--- src/rtl/core/tsl_pkg.sv ---
// Package for the text stream line number filter.
// Holds widths, byte codes, register indexes, queue entry types and BCD helpers.
// No dependencies.
`timescale 1ns / 1ps
`default_nettype none

package tsl_pkg;

  localparam int NUMBER_DIGITS = 6;
  localparam int BCD_W         = 4 * NUMBER_DIGITS;
  localparam int SLOT_COUNT    = NUMBER_DIGITS + 4;
  localparam int SLOT_W        = $clog2(SLOT_COUNT);
  localparam int QUEUE_DEPTH   = 4;
  localparam int QPTR_W        = $clog2(QUEUE_DEPTH);
  localparam int ADDR_W        = 5;
  localparam int DATA_W        = 32;

  localparam logic [7:0] NEWLINE      = 8'h0A;
  localparam logic [7:0] TAB          = 8'h09;
  localparam logic [7:0] CARET_OFFSET = 8'd64;
  localparam logic [7:0] CONTROL_TOP  = 8'd31;
  localparam logic [7:0] DOLLAR       = 8'h24;
  localparam logic [7:0] CARET        = 8'h5E;
  localparam logic [7:0] SPACE        = 8'h20;
  localparam logic [7:0] DIGIT_ZERO   = 8'h30;

  localparam logic [BCD_W-1:0]  BCD_ONE     = BCD_W'(1);
  localparam logic [SLOT_W-1:0] SLOT_FIRST  = '0;
  localparam logic [SLOT_W-1:0] SLOT_TAB    = SLOT_W'(NUMBER_DIGITS);
  localparam logic [SLOT_W-1:0] SLOT_DOLLAR = SLOT_W'(NUMBER_DIGITS + 1);
  localparam logic [SLOT_W-1:0] SLOT_CARET  = SLOT_W'(NUMBER_DIGITS + 2);
  localparam logic [SLOT_W-1:0] SLOT_FINAL  = SLOT_W'(NUMBER_DIGITS + 3);

  typedef enum logic [2:0] {
    REG_NUMBER_ALL       = 3'd0,
    REG_NUMBER_NONBLANK  = 3'd1,
    REG_SQUEEZE_BLANK    = 3'd2,
    REG_SHOW_ENDS        = 3'd3,
    REG_SHOW_TABS        = 3'd4,
    REG_SHOW_NONPRINTING = 3'd5
  } reg_idx_e;

  typedef struct packed {
    logic number_all;
    logic number_nonblank;
    logic squeeze_blank;
    logic show_ends;
    logic show_tabs;
    logic show_nonprinting;
  } tsl_cfg_t;

  typedef struct packed {
    logic             number_en;
    logic [BCD_W-1:0] line_number;
    logic             dollar;
    logic             caret;
    logic [7:0]       final_byte;
  } tsl_entry_t;

  // Increment a BCD line number, saturating at all nines
  function automatic logic [BCD_W-1:0] bcd_inc(input logic [BCD_W-1:0] val);
    logic [BCD_W-1:0] res;
    logic             carry;
    logic             all_nines;
    res       = val;
    carry     = 1'b1;
    all_nines = 1'b1;
    for (int i = 0; i < NUMBER_DIGITS; i++) begin
      if (val[4*i +: 4] != 4'd9) all_nines = 1'b0;
    end
    for (int i = 0; i < NUMBER_DIGITS; i++) begin
      if (carry) begin
        if (val[4*i +: 4] == 4'd9) begin
          res[4*i +: 4] = 4'd0;
        end else begin
          res[4*i +: 4] = val[4*i +: 4] + 4'd1;
          carry         = 1'b0;
        end
      end
    end
    return all_nines ? val : res;
  endfunction

endpackage

`default_nettype wire

--- src/rtl/core/tsl_stream_if.sv ---
// Stream interfaces for the input bytes and the output bytes.
// Depends on nothing.
`timescale 1ns / 1ps
`default_nettype none

interface tsl_in_if;
  logic       valid;
  logic       ready;
  logic [7:0] in_byte;
  logic       start_of_file;

  modport source (output valid, output in_byte, output start_of_file, input ready);
  modport sink   (input valid, input in_byte, input start_of_file, output ready);
endinterface

interface tsl_out_if;
  logic       valid;
  logic       ready;
  logic [7:0] out_byte;
  logic       last;

  modport source (output valid, output out_byte, output last, input ready);
  modport sink   (input valid, input out_byte, input last, output ready);
endinterface

`default_nettype wire

--- src/rtl/core/tsl_cfg_regs.sv ---
// APB-style option registers of the filter.
// Depends on tsl_pkg.
`timescale 1ns / 1ps
`default_nettype none

module tsl_cfg_regs (
  input  wire logic                       clk_i,
  input  wire logic                       rst_ni,
  input  wire logic                       psel,
  input  wire logic                       penable,
  input  wire logic                       pwrite,
  input  wire logic [tsl_pkg::ADDR_W-1:0] paddr,
  input  wire logic [tsl_pkg::DATA_W-1:0] pwdata,
  output logic      [tsl_pkg::DATA_W-1:0] prdata,
  output logic                            pready,
  output tsl_pkg::tsl_cfg_t               cfg_o
);

  tsl_pkg::tsl_cfg_t cfg_q, cfg_d;
  tsl_pkg::reg_idx_e idx;
  logic              wr;
  logic              rd_bit;

  assign idx    = tsl_pkg::reg_idx_e'(paddr[4:2]);
  assign wr     = psel & penable & pwrite;
  assign pready = 1'b1;
  assign cfg_o  = cfg_q;

  always_comb begin
    cfg_d  = cfg_q;
    rd_bit = 1'b0;
    unique case (idx)
      tsl_pkg::REG_NUMBER_ALL: begin
        rd_bit = cfg_q.number_all;
        if (wr) cfg_d.number_all = pwdata[0];
      end
      tsl_pkg::REG_NUMBER_NONBLANK: begin
        rd_bit = cfg_q.number_nonblank;
        if (wr) cfg_d.number_nonblank = pwdata[0];
      end
      tsl_pkg::REG_SQUEEZE_BLANK: begin
        rd_bit = cfg_q.squeeze_blank;
        if (wr) cfg_d.squeeze_blank = pwdata[0];
      end
      tsl_pkg::REG_SHOW_ENDS: begin
        rd_bit = cfg_q.show_ends;
        if (wr) cfg_d.show_ends = pwdata[0];
      end
      tsl_pkg::REG_SHOW_TABS: begin
        rd_bit = cfg_q.show_tabs;
        if (wr) cfg_d.show_tabs = pwdata[0];
      end
      tsl_pkg::REG_SHOW_NONPRINTING: begin
        rd_bit = cfg_q.show_nonprinting;
        if (wr) cfg_d.show_nonprinting = pwdata[0];
      end
      default: begin
        rd_bit = 1'b0;
      end
    endcase
  end

  assign prdata = tsl_pkg::DATA_W'(rd_bit);

  always_ff @(posedge clk_i or negedge rst_ni) begin
    if (!rst_ni) begin
      cfg_q <= '0;
    end else begin
      cfg_q <= cfg_d;
    end
  end

endmodule

`default_nettype wire

--- src/rtl/core/tsl_front.sv ---
// Front end: accepts input bytes, tracks line state and the line number,
// and classifies each byte into a queue entry. Depends on tsl_pkg, tsl_stream_if.
`timescale 1ns / 1ps
`default_nettype none

module tsl_front (
  input  wire logic               clk_i,
  input  wire logic               rst_ni,
  input  tsl_pkg::tsl_cfg_t       cfg_i,
  tsl_in_if.sink                  in_s,
  input  wire logic               q_full_i,
  output logic                    push_o,
  output tsl_pkg::tsl_entry_t     entry_o
);

  logic                      prev_nl_q, prev_nl_d;
  logic                      blank_q, blank_d;
  logic [tsl_pkg::BCD_W-1:0] bcd_q, bcd_d;

  logic                      accept;
  logic                      line_start;
  logic                      blank_cur;
  logic [tsl_pkg::BCD_W-1:0] lnum_cur;
  logic [7:0]                c;
  logic                      is_nl;
  logic                      drop;
  logic                      num_en;
  logic                      tab_hit;
  logic                      ctrl_hit;

  assign in_s.ready = ~q_full_i;
  assign accept     = in_s.valid & ~q_full_i;

  assign c          = in_s.in_byte;
  assign is_nl      = (c == tsl_pkg::NEWLINE);
  assign line_start = in_s.start_of_file | prev_nl_q;
  assign blank_cur  = in_s.start_of_file ? 1'b0 : blank_q;
  assign lnum_cur   = in_s.start_of_file ? tsl_pkg::BCD_ONE : bcd_q;

  assign drop     = cfg_i.squeeze_blank & line_start & is_nl & blank_cur;
  assign num_en   = line_start & ((cfg_i.number_all & ~cfg_i.number_nonblank) |
                                  (cfg_i.number_nonblank & ~is_nl));
  assign tab_hit  = cfg_i.show_tabs & (c == tsl_pkg::TAB);
  assign ctrl_hit = cfg_i.show_nonprinting & (c <= tsl_pkg::CONTROL_TOP) & ~is_nl &
                    (c != tsl_pkg::TAB);

  always_comb begin
    entry_o.number_en   = num_en;
    entry_o.line_number = lnum_cur;
    entry_o.dollar      = cfg_i.show_ends & is_nl;
    entry_o.caret       = tab_hit | ctrl_hit;
    entry_o.final_byte  = (tab_hit | ctrl_hit) ? 8'(c + tsl_pkg::CARET_OFFSET) : c;
  end

  assign push_o = accept & ~drop;

  always_comb begin
    prev_nl_d = prev_nl_q;
    blank_d   = blank_q;
    bcd_d     = bcd_q;
    if (accept) begin
      prev_nl_d = is_nl;
      blank_d   = drop ? blank_cur : (line_start & is_nl);
      bcd_d     = (num_en & ~drop) ? tsl_pkg::bcd_inc(lnum_cur) : lnum_cur;
    end
  end

  always_ff @(posedge clk_i or negedge rst_ni) begin
    if (!rst_ni) begin
      prev_nl_q <= 1'b1;
      blank_q   <= 1'b0;
      bcd_q     <= tsl_pkg::BCD_ONE;
    end else begin
      prev_nl_q <= prev_nl_d;
      blank_q   <= blank_d;
      bcd_q     <= bcd_d;
    end
  end

endmodule

`default_nettype wire

--- src/rtl/core/tsl_queue.sv ---
// Short entry queue between the front end and the back end.
// Depends on tsl_pkg.
`timescale 1ns / 1ps
`default_nettype none

module tsl_queue (
  input  wire logic           clk_i,
  input  wire logic           rst_ni,
  input  wire logic           push_i,
  input  tsl_pkg::tsl_entry_t entry_i,
  input  wire logic           pop_i,
  output tsl_pkg::tsl_entry_t head_o,
  output logic                empty_o,
  output logic                full_o
);

  tsl_pkg::tsl_entry_t mem_q [tsl_pkg::QUEUE_DEPTH];

  logic [tsl_pkg::QPTR_W-1:0] wr_ptr_q, wr_ptr_d;
  logic [tsl_pkg::QPTR_W-1:0] rd_ptr_q, rd_ptr_d;
  logic [tsl_pkg::QPTR_W:0]   count_q, count_d;
  logic                       do_push;
  logic                       do_pop;

  assign empty_o = (count_q == '0);
  assign full_o  = (count_q == (tsl_pkg::QPTR_W+1)'(tsl_pkg::QUEUE_DEPTH));
  assign head_o  = mem_q[rd_ptr_q];
  assign do_push = push_i & ~full_o;
  assign do_pop  = pop_i & ~empty_o;

  always_comb begin
    wr_ptr_d = do_push ? wr_ptr_q + 1'b1 : wr_ptr_q;
    rd_ptr_d = do_pop ? rd_ptr_q + 1'b1 : rd_ptr_q;
    count_d  = count_q;
    if (do_push & ~do_pop) count_d = count_q + 1'b1;
    if (do_pop & ~do_push) count_d = count_q - 1'b1;
  end

  always_ff @(posedge clk_i) begin
    if (do_push) mem_q[wr_ptr_q] <= entry_i;
  end

  always_ff @(posedge clk_i or negedge rst_ni) begin
    if (!rst_ni) begin
      wr_ptr_q <= '0;
      rd_ptr_q <= '0;
      count_q  <= '0;
    end else begin
      wr_ptr_q <= wr_ptr_d;
      rd_ptr_q <= rd_ptr_d;
      count_q  <= count_d;
    end
  end

endmodule

`default_nettype wire

--- src/rtl/core/tsl_back.sv ---
// Back end: walks the output slots of the head entry into the output register,
// one byte per cycle unless output stalls; depends on tsl_pkg, tsl_stream_if.
`timescale 1ns / 1ps
`default_nettype none

module tsl_back (
  input  wire logic           clk_i,
  input  wire logic           rst_ni,
  input  tsl_pkg::tsl_entry_t head_i,
  input  wire logic           empty_i,
  output logic                pop_o,
  tsl_out_if.source           out_s
);

  logic                       mid_q, mid_d;
  logic [tsl_pkg::SLOT_W-1:0] step_q, step_d;
  logic                       out_valid_q, out_valid_d;
  logic [7:0]                 out_byte_q, out_byte_d;
  logic                       out_last_q, out_last_d;

  logic                       load;
  logic [tsl_pkg::SLOT_W-1:0] cur;
  logic [tsl_pkg::SLOT_W-1:0] nxt;
  logic [tsl_pkg::SLOT_W-1:0] first_slot;
  logic [7:0]                 slot_byte;
  logic [7:0]                 digit_char [tsl_pkg::NUMBER_DIGITS];

  function automatic logic [tsl_pkg::SLOT_W-1:0] next_slot(
    input logic [tsl_pkg::SLOT_W-1:0] s,
    input logic                       dollar,
    input logic                       caret
  );
    logic [tsl_pkg::SLOT_W-1:0] n;
    n = s + 1'b1;
    if ((n == tsl_pkg::SLOT_DOLLAR) && !dollar) n = tsl_pkg::SLOT_CARET;
    if ((n == tsl_pkg::SLOT_CARET) && !caret) n = tsl_pkg::SLOT_FINAL;
    return n;
  endfunction

  assign first_slot = head_i.number_en ? tsl_pkg::SLOT_FIRST :
                      next_slot(tsl_pkg::SLOT_TAB, head_i.dollar, head_i.caret);
  assign cur  = mid_q ? step_q : first_slot;
  assign nxt  = next_slot(cur, head_i.dollar, head_i.caret);
  assign load = ~empty_i & (~out_valid_q | out_s.ready);

  // Space-pad leading zeros; the lowest digit always shows
  always_comb begin
    logic started;
    started = 1'b0;
    for (int i = tsl_pkg::NUMBER_DIGITS - 1; i >= 0; i--) begin
      if ((head_i.line_number[4*i +: 4] != 4'd0) || (i == 0)) started = 1'b1;
      digit_char[i] = started ?
                      8'(tsl_pkg::DIGIT_ZERO + {4'h0, head_i.line_number[4*i +: 4]}) :
                      tsl_pkg::SPACE;
    end
  end

  always_comb begin
    slot_byte = head_i.final_byte;
    priority if (cur == tsl_pkg::SLOT_TAB) begin
      slot_byte = tsl_pkg::TAB;
    end else if (cur == tsl_pkg::SLOT_DOLLAR) begin
      slot_byte = tsl_pkg::DOLLAR;
    end else if (cur == tsl_pkg::SLOT_CARET) begin
      slot_byte = tsl_pkg::CARET;
    end else if (cur == tsl_pkg::SLOT_FINAL) begin
      slot_byte = head_i.final_byte;
    end else begin
      for (int i = 0; i < tsl_pkg::NUMBER_DIGITS; i++) begin
        if (cur == tsl_pkg::SLOT_W'(tsl_pkg::NUMBER_DIGITS - 1 - i)) slot_byte = digit_char[i];
      end
    end
  end

  always_comb begin
    mid_d       = mid_q;
    step_d      = step_q;
    out_byte_d  = out_byte_q;
    out_last_d  = out_last_q;
    out_valid_d = out_s.ready ? 1'b0 : out_valid_q;
    pop_o       = 1'b0;
    if (load) begin
      out_valid_d = 1'b1;
      out_byte_d  = slot_byte;
      out_last_d  = (cur == tsl_pkg::SLOT_FINAL);
      if (cur == tsl_pkg::SLOT_FINAL) begin
        mid_d = 1'b0;
        pop_o = 1'b1;
      end else begin
        mid_d  = 1'b1;
        step_d = nxt;
      end
    end
  end

  assign out_s.valid    = out_valid_q;
  assign out_s.out_byte = out_byte_q;
  assign out_s.last     = out_last_q;

  always_ff @(posedge clk_i or negedge rst_ni) begin
    if (!rst_ni) begin
      mid_q       <= 1'b0;
      step_q      <= '0;
      out_valid_q <= 1'b0;
    end else begin
      mid_q       <= mid_d;
      step_q      <= step_d;
      out_valid_q <= out_valid_d;
    end
  end

  always_ff @(posedge clk_i) begin
    out_byte_q <= out_byte_d;
    out_last_q <= out_last_d;
  end

endmodule

`default_nettype wire

--- src/rtl/core/text_stream_line_number_filter.sv ---
// Line numbering text filter: one input byte gives zero to nine output bytes.
// Throughput: one output byte per cycle while the output accepts it, set by
// the back end's slot walk; a four-entry queue lets the front end run ahead.
// Asynchronous active-low reset clears options, line state (line number one,
// at line start) and the queue.
`timescale 1ns / 1ps
`default_nettype none

module text_stream_line_number_filter (
  input  wire logic                       clk_i,
  input  wire logic                       rst_ni,
  tsl_in_if.sink                          in_s,
  tsl_out_if.source                       out_s,
  input  wire logic                       psel,
  input  wire logic                       penable,
  input  wire logic                       pwrite,
  input  wire logic [tsl_pkg::ADDR_W-1:0] paddr,
  input  wire logic [tsl_pkg::DATA_W-1:0] pwdata,
  output logic      [tsl_pkg::DATA_W-1:0] prdata,
  output logic                            pready
);

  tsl_pkg::tsl_cfg_t   cfg;
  tsl_pkg::tsl_entry_t push_entry;
  tsl_pkg::tsl_entry_t head_entry;
  logic                push;
  logic                pop;
  logic                q_empty;
  logic                q_full;

  tsl_cfg_regs u_cfg (
    .clk_i   (clk_i),
    .rst_ni  (rst_ni),
    .psel    (psel),
    .penable (penable),
    .pwrite  (pwrite),
    .paddr   (paddr),
    .pwdata  (pwdata),
    .prdata  (prdata),
    .pready  (pready),
    .cfg_o   (cfg)
  );

  tsl_front u_front (
    .clk_i    (clk_i),
    .rst_ni   (rst_ni),
    .cfg_i    (cfg),
    .in_s     (in_s),
    .q_full_i (q_full),
    .push_o   (push),
    .entry_o  (push_entry)
  );

  tsl_queue u_queue (
    .clk_i   (clk_i),
    .rst_ni  (rst_ni),
    .push_i  (push),
    .entry_i (push_entry),
    .pop_i   (pop),
    .head_o  (head_entry),
    .empty_o (q_empty),
    .full_o  (q_full)
  );

  tsl_back u_back (
    .clk_i   (clk_i),
    .rst_ni  (rst_ni),
    .head_i  (head_entry),
    .empty_i (q_empty),
    .pop_o   (pop),
    .out_s   (out_s)
  );

endmodule

`default_nettype wire

--- src/flat_wrapper.sv ---
// flat-port wrapper written by rule: the top's interface ports become plain ports
module text_stream_line_number_filter_flat 
  (clk_i, rst_ni, psel, penable, pwrite, paddr, pwdata, prdata, pready, in_s_valid, in_s_in_byte, in_s_start_of_file, in_s_ready, out_s_valid, out_s_out_byte, out_s_last, out_s_ready);
  tsl_in_if in_s_i ();
  tsl_out_if out_s_i ();
  input  wire logic clk_i;
  input  wire logic rst_ni;
  input  wire logic psel;
  input  wire logic penable;
  input  wire logic pwrite;
  input  wire logic [tsl_pkg::ADDR_W-1:0] paddr;
  input  wire logic [tsl_pkg::DATA_W-1:0] pwdata;
  output logic      [tsl_pkg::DATA_W-1:0] prdata;
  output logic pready;
  input wire logic [$bits(in_s_i.valid)-1:0] in_s_valid;
  input wire logic [$bits(in_s_i.in_byte)-1:0] in_s_in_byte;
  input wire logic [$bits(in_s_i.start_of_file)-1:0] in_s_start_of_file;
  output wire logic [$bits(in_s_i.ready)-1:0] in_s_ready;
  output wire logic [$bits(out_s_i.valid)-1:0] out_s_valid;
  output wire logic [$bits(out_s_i.out_byte)-1:0] out_s_out_byte;
  output wire logic [$bits(out_s_i.last)-1:0] out_s_last;
  input wire logic [$bits(out_s_i.ready)-1:0] out_s_ready;
  assign in_s_i.valid = in_s_valid;
  assign in_s_i.in_byte = in_s_in_byte;
  assign in_s_i.start_of_file = in_s_start_of_file;
  assign in_s_ready = in_s_i.ready;
  assign out_s_valid = out_s_i.valid;
  assign out_s_out_byte = out_s_i.out_byte;
  assign out_s_last = out_s_i.last;
  assign out_s_i.ready = out_s_ready;
  text_stream_line_number_filter u_core (.clk_i(clk_i), .rst_ni(rst_ni), .in_s(in_s_i), .out_s(out_s_i), .psel(psel), .penable(penable), .pwrite(pwrite), .paddr(paddr), .pwdata(pwdata), .prdata(prdata), .pready(pready));
endmodule
--- config.mk ---
export PLATFORM = sky130hd
export DESIGN_NAME = text_stream_line_number_filter_flat
export DESIGN_NICKNAME = d
export VERILOG_FILES = /design/src/rtl/core/tsl_pkg.sv /design/src/rtl/core/tsl_stream_if.sv /design/src/rtl/core/tsl_cfg_regs.sv /design/src/rtl/core/tsl_front.sv /design/src/rtl/core/tsl_queue.sv /design/src/rtl/core/tsl_back.sv /design/src/rtl/core/text_stream_line_number_filter.sv /design/src/flat_wrapper.sv
export SDC_FILE = /design/constraint.sdc
export NUM_CORES = 1
export LEC_CHECK = 0
export BUFFER_PORTS_ARGS = -buffer_cell sky130_fd_sc_hd__buf_2
export CORE_MARGIN = 2
export CORE_UTILIZATION = 60
export DETAILED_ROUTE_END_ITERATION = 10
export GPL_ROUTABILITY_DRIVEN = 0
export PLACE_DENSITY = 0.81
export SLEW_MARGIN = 20
export SYNTH_ARGS = -nofsm -noshare
export SYNTH_HDL_FRONTEND = slang
export SYNTH_SLANG_ARGS = --single-unit
--- constraint.sdc ---
create_clock -name clk_i -period 9.4 [get_ports clk_i]
set_clock_uncertainty 0.05 [all_clocks]
set_input_delay 0.47 -clock clk_i [delete_from_list [all_inputs] [get_ports clk_i]]
set_output_delay 0.47 -clock clk_i [all_outputs]
set_load 0.03 [all_outputs]
== After elaboration in Yosys (flattened, before gate mapping) ==
Memory sizes are Yosys's and may differ from the RTL's.
Index checks and enable logic that the tools add are counted.
Widths: inputs -> output; s select.
Cells by class
  reduce and logical (&&, ||, !) cells: 24
  multiplexer cells: 73
  eq/ne operators: 33
  order comparisons: 1
  add/subtract/negate cells: 18
  bitwise logic cells: 35
Operator list (number)
  $mux 24: 3
  $mux 4: 17
  $mux 8: 8
  $add 6x4->7 const A: 6
  $mux 7: 6
  $eq 4x4->1 const B: 10
  $mux 1: 35
  $add 4x1->4 const B: 7
  $ne 4x4->1 const B: 6
  $and 1x1->1: 22
  $eq 4x3->1 const B: 5
  $reduce_bool 4->1: 5
  $eq 8x4->1 const B: 2
  $reduce_and 2->1: 7
  $eq 3x3->1 const B: 3
  $not 1->1: 9
  $add 8x7->8 const B: 1
  $eq 4x2->1 const B: 2
  $le 8x5->1 const B: 1
  $ne 8x4->1 const B: 1
  $eq 3x2->1 const B: 2
  $logic_not 3->1: 2
  $mux 3: 2
  $mux 6: 1
  other kinds (13): 21
Storage, ports and cells
  bits in registers: 54
  memories kept: 1
  memory bits (writable): 140
  word-level logic and storage cells: 204
Memories
  u_core.u_queue.mem_q: words 4, width 35, read ports 1, clocked after Yosys merged registers in 0, wr ports 1, line tsl_queue.sv:17  | tsl_pkg::tsl_entry_t mem_q [tsl_pkg::QUEUE_DEPTH];

== Longest topological paths before layout ==
An unclocked memory read counts as a cell.
  word-level depth: 17
  mapped depth: 14
  gate-level depth less buffers: 12

== Cells and area by module ==
Synthesis repeated with hierarchy kept, for this count alone.
Second synthesis, totals
  cell total of the unflattened synthesis: 713
  area, all modules: 9745.6 um2
Modules (own cells, without submodules)
  tsl_queue: cells each 221, instances 1, sequential area each 4379.2 um2, area an instance 5535.3 um2
  tsl_front: cells each 254, instances 1, sequential area each 653.1 um2, area an instance 2143.3 um2
  tsl_back: cells each 173, instances 1, sequential area each 420.4 um2, area an instance 1475.2 um2
  tsl_cfg_regs: cells each 65, instances 1, sequential area each 150.1 um2, area an instance 591.8 um2

== Worst setup path before layout ==
Ideal clock, no wire load.
  path kind: reg2reg
  from: reg u_core.u_queue.rd_ptr_q[0] (netlist name)
  to: reg u_core.u_queue.count_q[2] (netlist name)
  slack: 6.393 ns
  stages on the path, launching flop included: 15
  path buffers: 4
  clock period less this slack: 3.007 ns
  required time: 9.271 ns
  arrival: 2.878 ns
  path through: dfrtp_1 -> buf_6 -> buf_12 -> buf_6 -> buf_2 -> nand4b_1 -> a21oi_1 -> nand2_1 -> nor2_1 -> ha_1 -> inv_1 -> fa_1 -> xor2_1 -> nor2_1 -> xor2_1
Between the ends
  longest elaborated chain between the ends: 14
  elaborated cells on any way between the ends: 17
  classes of those cells: eq/ne (2); mux (7); bitwise (4); reduce/logical (3); memory (1)
RTL lines
  from (decl): line tsl_queue.sv:20  | logic [tsl_pkg::QPTR_W-1:0] rd_ptr_q, rd_ptr_d;
  from (signal assigned): line tsl_queue.sv:50  | rd_ptr_q <= rd_ptr_d;
  $mem_v2 4x35 *
  $mux 4: line tsl_back.sv:35  | if ((n == tsl_pkg::SLOT_DOLLAR) && !dollar) n = tsl_pkg::SLOT_CARET;
  $eq 4x4->1: line tsl_back.sv:36  | if ((n == tsl_pkg::SLOT_CARET) && !caret) n = tsl_pkg::SLOT_FINAL;
  $logic_and 1x1->1: line tsl_back.sv:36
  $mux 4: line tsl_back.sv:36
  $mux 4 *: line tsl_back.sv:40  | assign first_slot = head_i.number_en ? tsl_pkg::SLOT_FIRST :
  $mux 4 *: line tsl_back.sv:42  | assign cur = mid_q ? step_q : first_slot;
  $eq 4x4->1 *: line tsl_back.sv:86  | if (cur == tsl_pkg::SLOT_FINAL) begin
  $mux 1 *: line tsl_back.sv:86
  $mux 1 *: line tsl_back.sv:82  | if (load) begin
  $and 1x1->1 *: line tsl_queue.sv:29  | assign do_pop = pop_i & ~empty_o;
  via u_core.u_queue.do_pop: line tsl_queue.sv:23  | logic do_pop;
  $not 1->1: line tsl_queue.sv:35  | if (do_push & ~do_pop) count_d = count_q + 1'b1;
  $and 1x1->1: line tsl_queue.sv:35
  $reduce_bool 2->1 (no source line)
  to (signal assigned): line tsl_queue.sv:51  | count_q <= count_d;
  to (decl): line tsl_queue.sv:21  | logic [tsl_pkg::QPTR_W:0] count_q, count_d;
Mark *: on every way through the listed nets, which the timed path passes. The rest lies on a longest branch.
A chain may end at the register's enable or synchronous reset.

== Worst setup path in the final report ==
  from: reg u_core.u_queue.rd_ptr_q[1] (netlist name)
  to: reg u_core.u_queue.count_q[2] (netlist name)
Same word-level chain as after synthesis.

==> key figures <==
Cells and area
  • Proportion of layout cells with a drive suffix above 1: 0.167
  • Final Util: 0.660
  • Layout area overhead: 7.63%
  • Final nets: 778
  • ANT cells: 0
  • Fill cells: 1,055

Critical path
  • CP max FO: 40
  • R2R Setup Slk: 5.53 ns
  • Worst path max stage delay: 0.53 ns
  • Critical path type: reg -> reg
  • CP top delay family: simple AND/OR/NAND/NOR gates
  • CP Cell Sequence: buf_4 > mux4_2 > o41ai_1 > nand2_1 > nor2_1 > ha_1 > inv_1 > fa_1 > xor2_1 > nor2_1 > xor2_1
  • Max stage delay cell, worst path: o41ai_1
  • Startpoint types: flip-flop
  • CP required: 9.71 ns
  • Worst Setup End Kind: flip-flop
  • Worst Path Arrival: 4.19 ns
  • Worst path bufs/invs: 2

Synthesis
  • Seq cells post-synth: 194
  • Post-synthesis sequential area ratio: 0.601
  • FFs w/ async S/R, synth: 0.232
  • Synth area leaders: edfxtp_1, dfrtp_1, mux4_2
  • Synth area leader: edfxtp_1
  • Mapped Area: 9320 um2
  • Distinct cells, synth: 73
  • Synth Warn #: 0
  • Ys flop type: edfxtp_1
  • Average size of a mapped cell: 13.5 um2
  • Post-synth EDFFs: 149
  • Cells after Synth: 692
  • Top-area cell type share of the netlist area: 0.480

Timing
  • Final max-slew violation count: 0
  • RSZ-0062 raised after global routing: no
  • Crit share post-route: 0.412
  • Fin crit period: 3.87 ns
  • Setup violations, final: 0
  • Hold Violations, Final: 0
  • Worst-margin pin slew: 0.955 ns
  • Peak Freq: 258 MHz
  • Hold WS: 0.0754 ns
  • Setup TNS: 0 ns
  • Slew HR: 0.358

CTS
  • Clock sink total: 194
  • Clock tree root buffer cell: clkbuf_16
  • Hold_buf cts: 0
  • Post CTS Setup Buffer Count: 0
  • CTS resizes: 0
  • H-tree Lvls: 4
  • TritonCTS clock tree: built
  • Clk buf depth: 2
  • Clock-pin slew on the worst setup and hold paths: 0.07 ns
  • Clk_lat worst skew: 0.44 ns
  • CTS Buf Count: 17

Floorplanning
  • Initial Util: 0.613
  • Row Count: 45
  • Die Wd: 129 um
  • Core Footprint: 15,200 um2
  • Die Y: 129 um
  • Die area: 16,500 um2
  • Ports: 97

Pwr
  • Max IR drop VDD: 0.000164 V
  • Pwr/cell area: 289 nW/um2
  • Static leakage: 3.70 nW

Route
  • Total Wirelength: 19.2 mm
  • 1st-iter DRT viols: 739
  • Via density: 6.47
  • Drt pass-1 iters: 5
  • Avg WL per Cell: 21.0 um
  • Final ANT Viol Nets: 0
  • Drt drc: 0
  • Routed via count: 5,939

GRT
  • Total grt overflow: 0
  • Largest net degree at the start of global routing: 50
  • First-pass GRT wire length: 30.3 mm
  • GRT Total Usage: 0.244
  • Initial antenna violation count: 0
  • Number of global-route vias before repair: 5,785

Place
  • Port bufs: 31
  • Post-DP HPWL: 12.4 mm

Run status
  • Status: completed

Flow run
  • Max_cap viols: 0

Min path
  • Worst hold path type: in -> async
-- worst reg2reg max path: cells and delay by family, from the launching register on --
| kind | cells | cell delay, ns |
|---|---|---|
| AND/OR/NAND/NOR | 3 | 0.81 |
| adder cells (fa/ha/maj) | 2 | 0.72 |
| buffers and inverters | 2 | 0.55 |
| AO/OA/AOI/OAI | 1 | 0.53 |
| multiplexers | 1 | 0.51 |
| flip-flops | 1 | 0.33 |
| XOR/XNOR | 2 | 0.30 |
-- state kept, by name (all words and copies together), names as in the netlist, 2 cells and up --
name                          count
u_core.u_back.out_s.out_byte      8
u_core.u_queue.wr_ptr_q           2
u_core.u_cfg.cfg_o                6
u_core.u_queue.rd_ptr_q           2
u_core.u_queue.mem_q            140
u_core.u_queue.count_q            3
u_core.u_front.bcd_q             24
u_core.u_back.step_q              4
-- placed cells by master (no fill, tap or decap), types with 4 or more instances in the layout --
cell type / instances
edfxtp_1: 149
nor2_1: 50
nand2_1: 47
dfrtp_1: 42
mux4_2: 36
conb_1: 32
buf_2: 31
inv_1: 22
nor2b_1: 22
nand3_1: 17
clkbuf_16: 17
o21ai_0: 16
a21oi_1: 13
nor3_1: 12
mux2i_1: 11
nor4_1: 11
a31oi_1: 10
nand4_1: 10
o21ai_1: 10
mux2_2: 9
and3_1: 9
buf_4: 9
nor3b_1: 8
and2_1: 7
ha_1: 7
xor2_1: 6
o41ai_1: 5
xnor2_1: 5
a21o_1: 4
nand2b_1: 4
nand3b_1: 4
a22oi_1: 4
o21a_1: 4
a221o_1: 4
or3_1: 4
o211ai_1: 4
-- logic make-up after synthesis --
logic type,after synthesis,share of synthesized area
XOR/XNOR,11,0.0103
AO/OA/AOI/OAI,112,0.0868
buffers and inverters,87,0.0527
AND/OR/NAND/NOR,222,0.127
other,2,0.000806
adder cells (fa/ha/maj),8,0.0116
multiplexers,56,0.110
flip-flops,194,0.601
-- report_power, final --
part	switching, mW	internal (mW)	leakage [nW]
sequential	0.122	1.14	2.00
clock	0.308	0.364	0.261
combinational	0.587	0.379	1.44
total	1.02	1.88	3.70
-- synth_stat cells (all sizes together), types with 4 or more instances --
cell type,instances
a21oi,13
nor2,50
edfxtp,149
nand3,17
xor2,6
dfrtp,43
nor2b,22
o21a,4
and3,9
o21ai,26
nor3b,8
o41ai,5
a211oi,4
a221o,4
nand3b,4
mux2i,11
or3,4
mux2,9
nor4,11
clkbuf,19
ha,7
nand2b,4
o211ai,5
mux4,36
inv,23
a21o,4
nand4,10
and2,7
a22oi,4
a31oi,10
nand2,47
nor3,12
xnor2,5
buf,45
-- metal layers --
layer  GRT usage  routed length (um)  vias to the layer above
li1            -                   -                     2645
met1       0.328                8010                     2960
met3      0.0441                1360                       30
met2       0.402                9500                      304
met4      0.0953                 368                        0
met5           0                   0                        -
-- through the flow --
| stage | power [mW] | instances | cell area [um2] | worst slack (ns) |
|---|---|---|---|---|
| after floorplan | 2.00 | 722 | 9430 | 6.39 |
| after global placement | 2.17 | 886 | 9480 | 5.68 |
| after detailed placement | 2.23 | 886 | 9480 | 5.64 |
| after CTS | 2.90 | 918 | 10000 | 5.60 |
| after global routing | 3.04 | 918 | 10000 | 5.36 |
| final | 2.90 | 918 | 10000 | 5.53 |
-- worst paths after layout --
| kind | startpoint | endpoint | cells past startpoint |
|---|---|---|---|
| max reg2reg | u_core.u_queue.rd_ptr_q[1] | u_core.u_queue.count_q[2] | 11 |
| min | rst_ni | u_core.u_queue.rd_ptr_q[1] | 2 |
| min reg2reg | u_core.u_front.prev_nl_q | u_core.u_front.prev_nl_q | 2 |
| max | u_core.u_queue.rd_ptr_q[1] | u_core.u_queue.count_q[2] | 11 |
| max in group asynchronous | rst_ni | u_core.u_queue.rd_ptr_q[0] | 2 |
| min in group clk_i | out_s_ready | u_core.u_back.out_s.valid | 4 |
-- final cells by class --
class	instances	area [um2]	area share
clock inverter	13	110	0.0110
timing repair buffer	40	223	0.0222
clock buffer	19	433	0.0432
sequential	194	5600	0.559
tap	188	235	0.0235
inverter	23	86.3	0.00861
multi-input combinational	441	3330	0.333
Power figures use the tool's default switching activity.
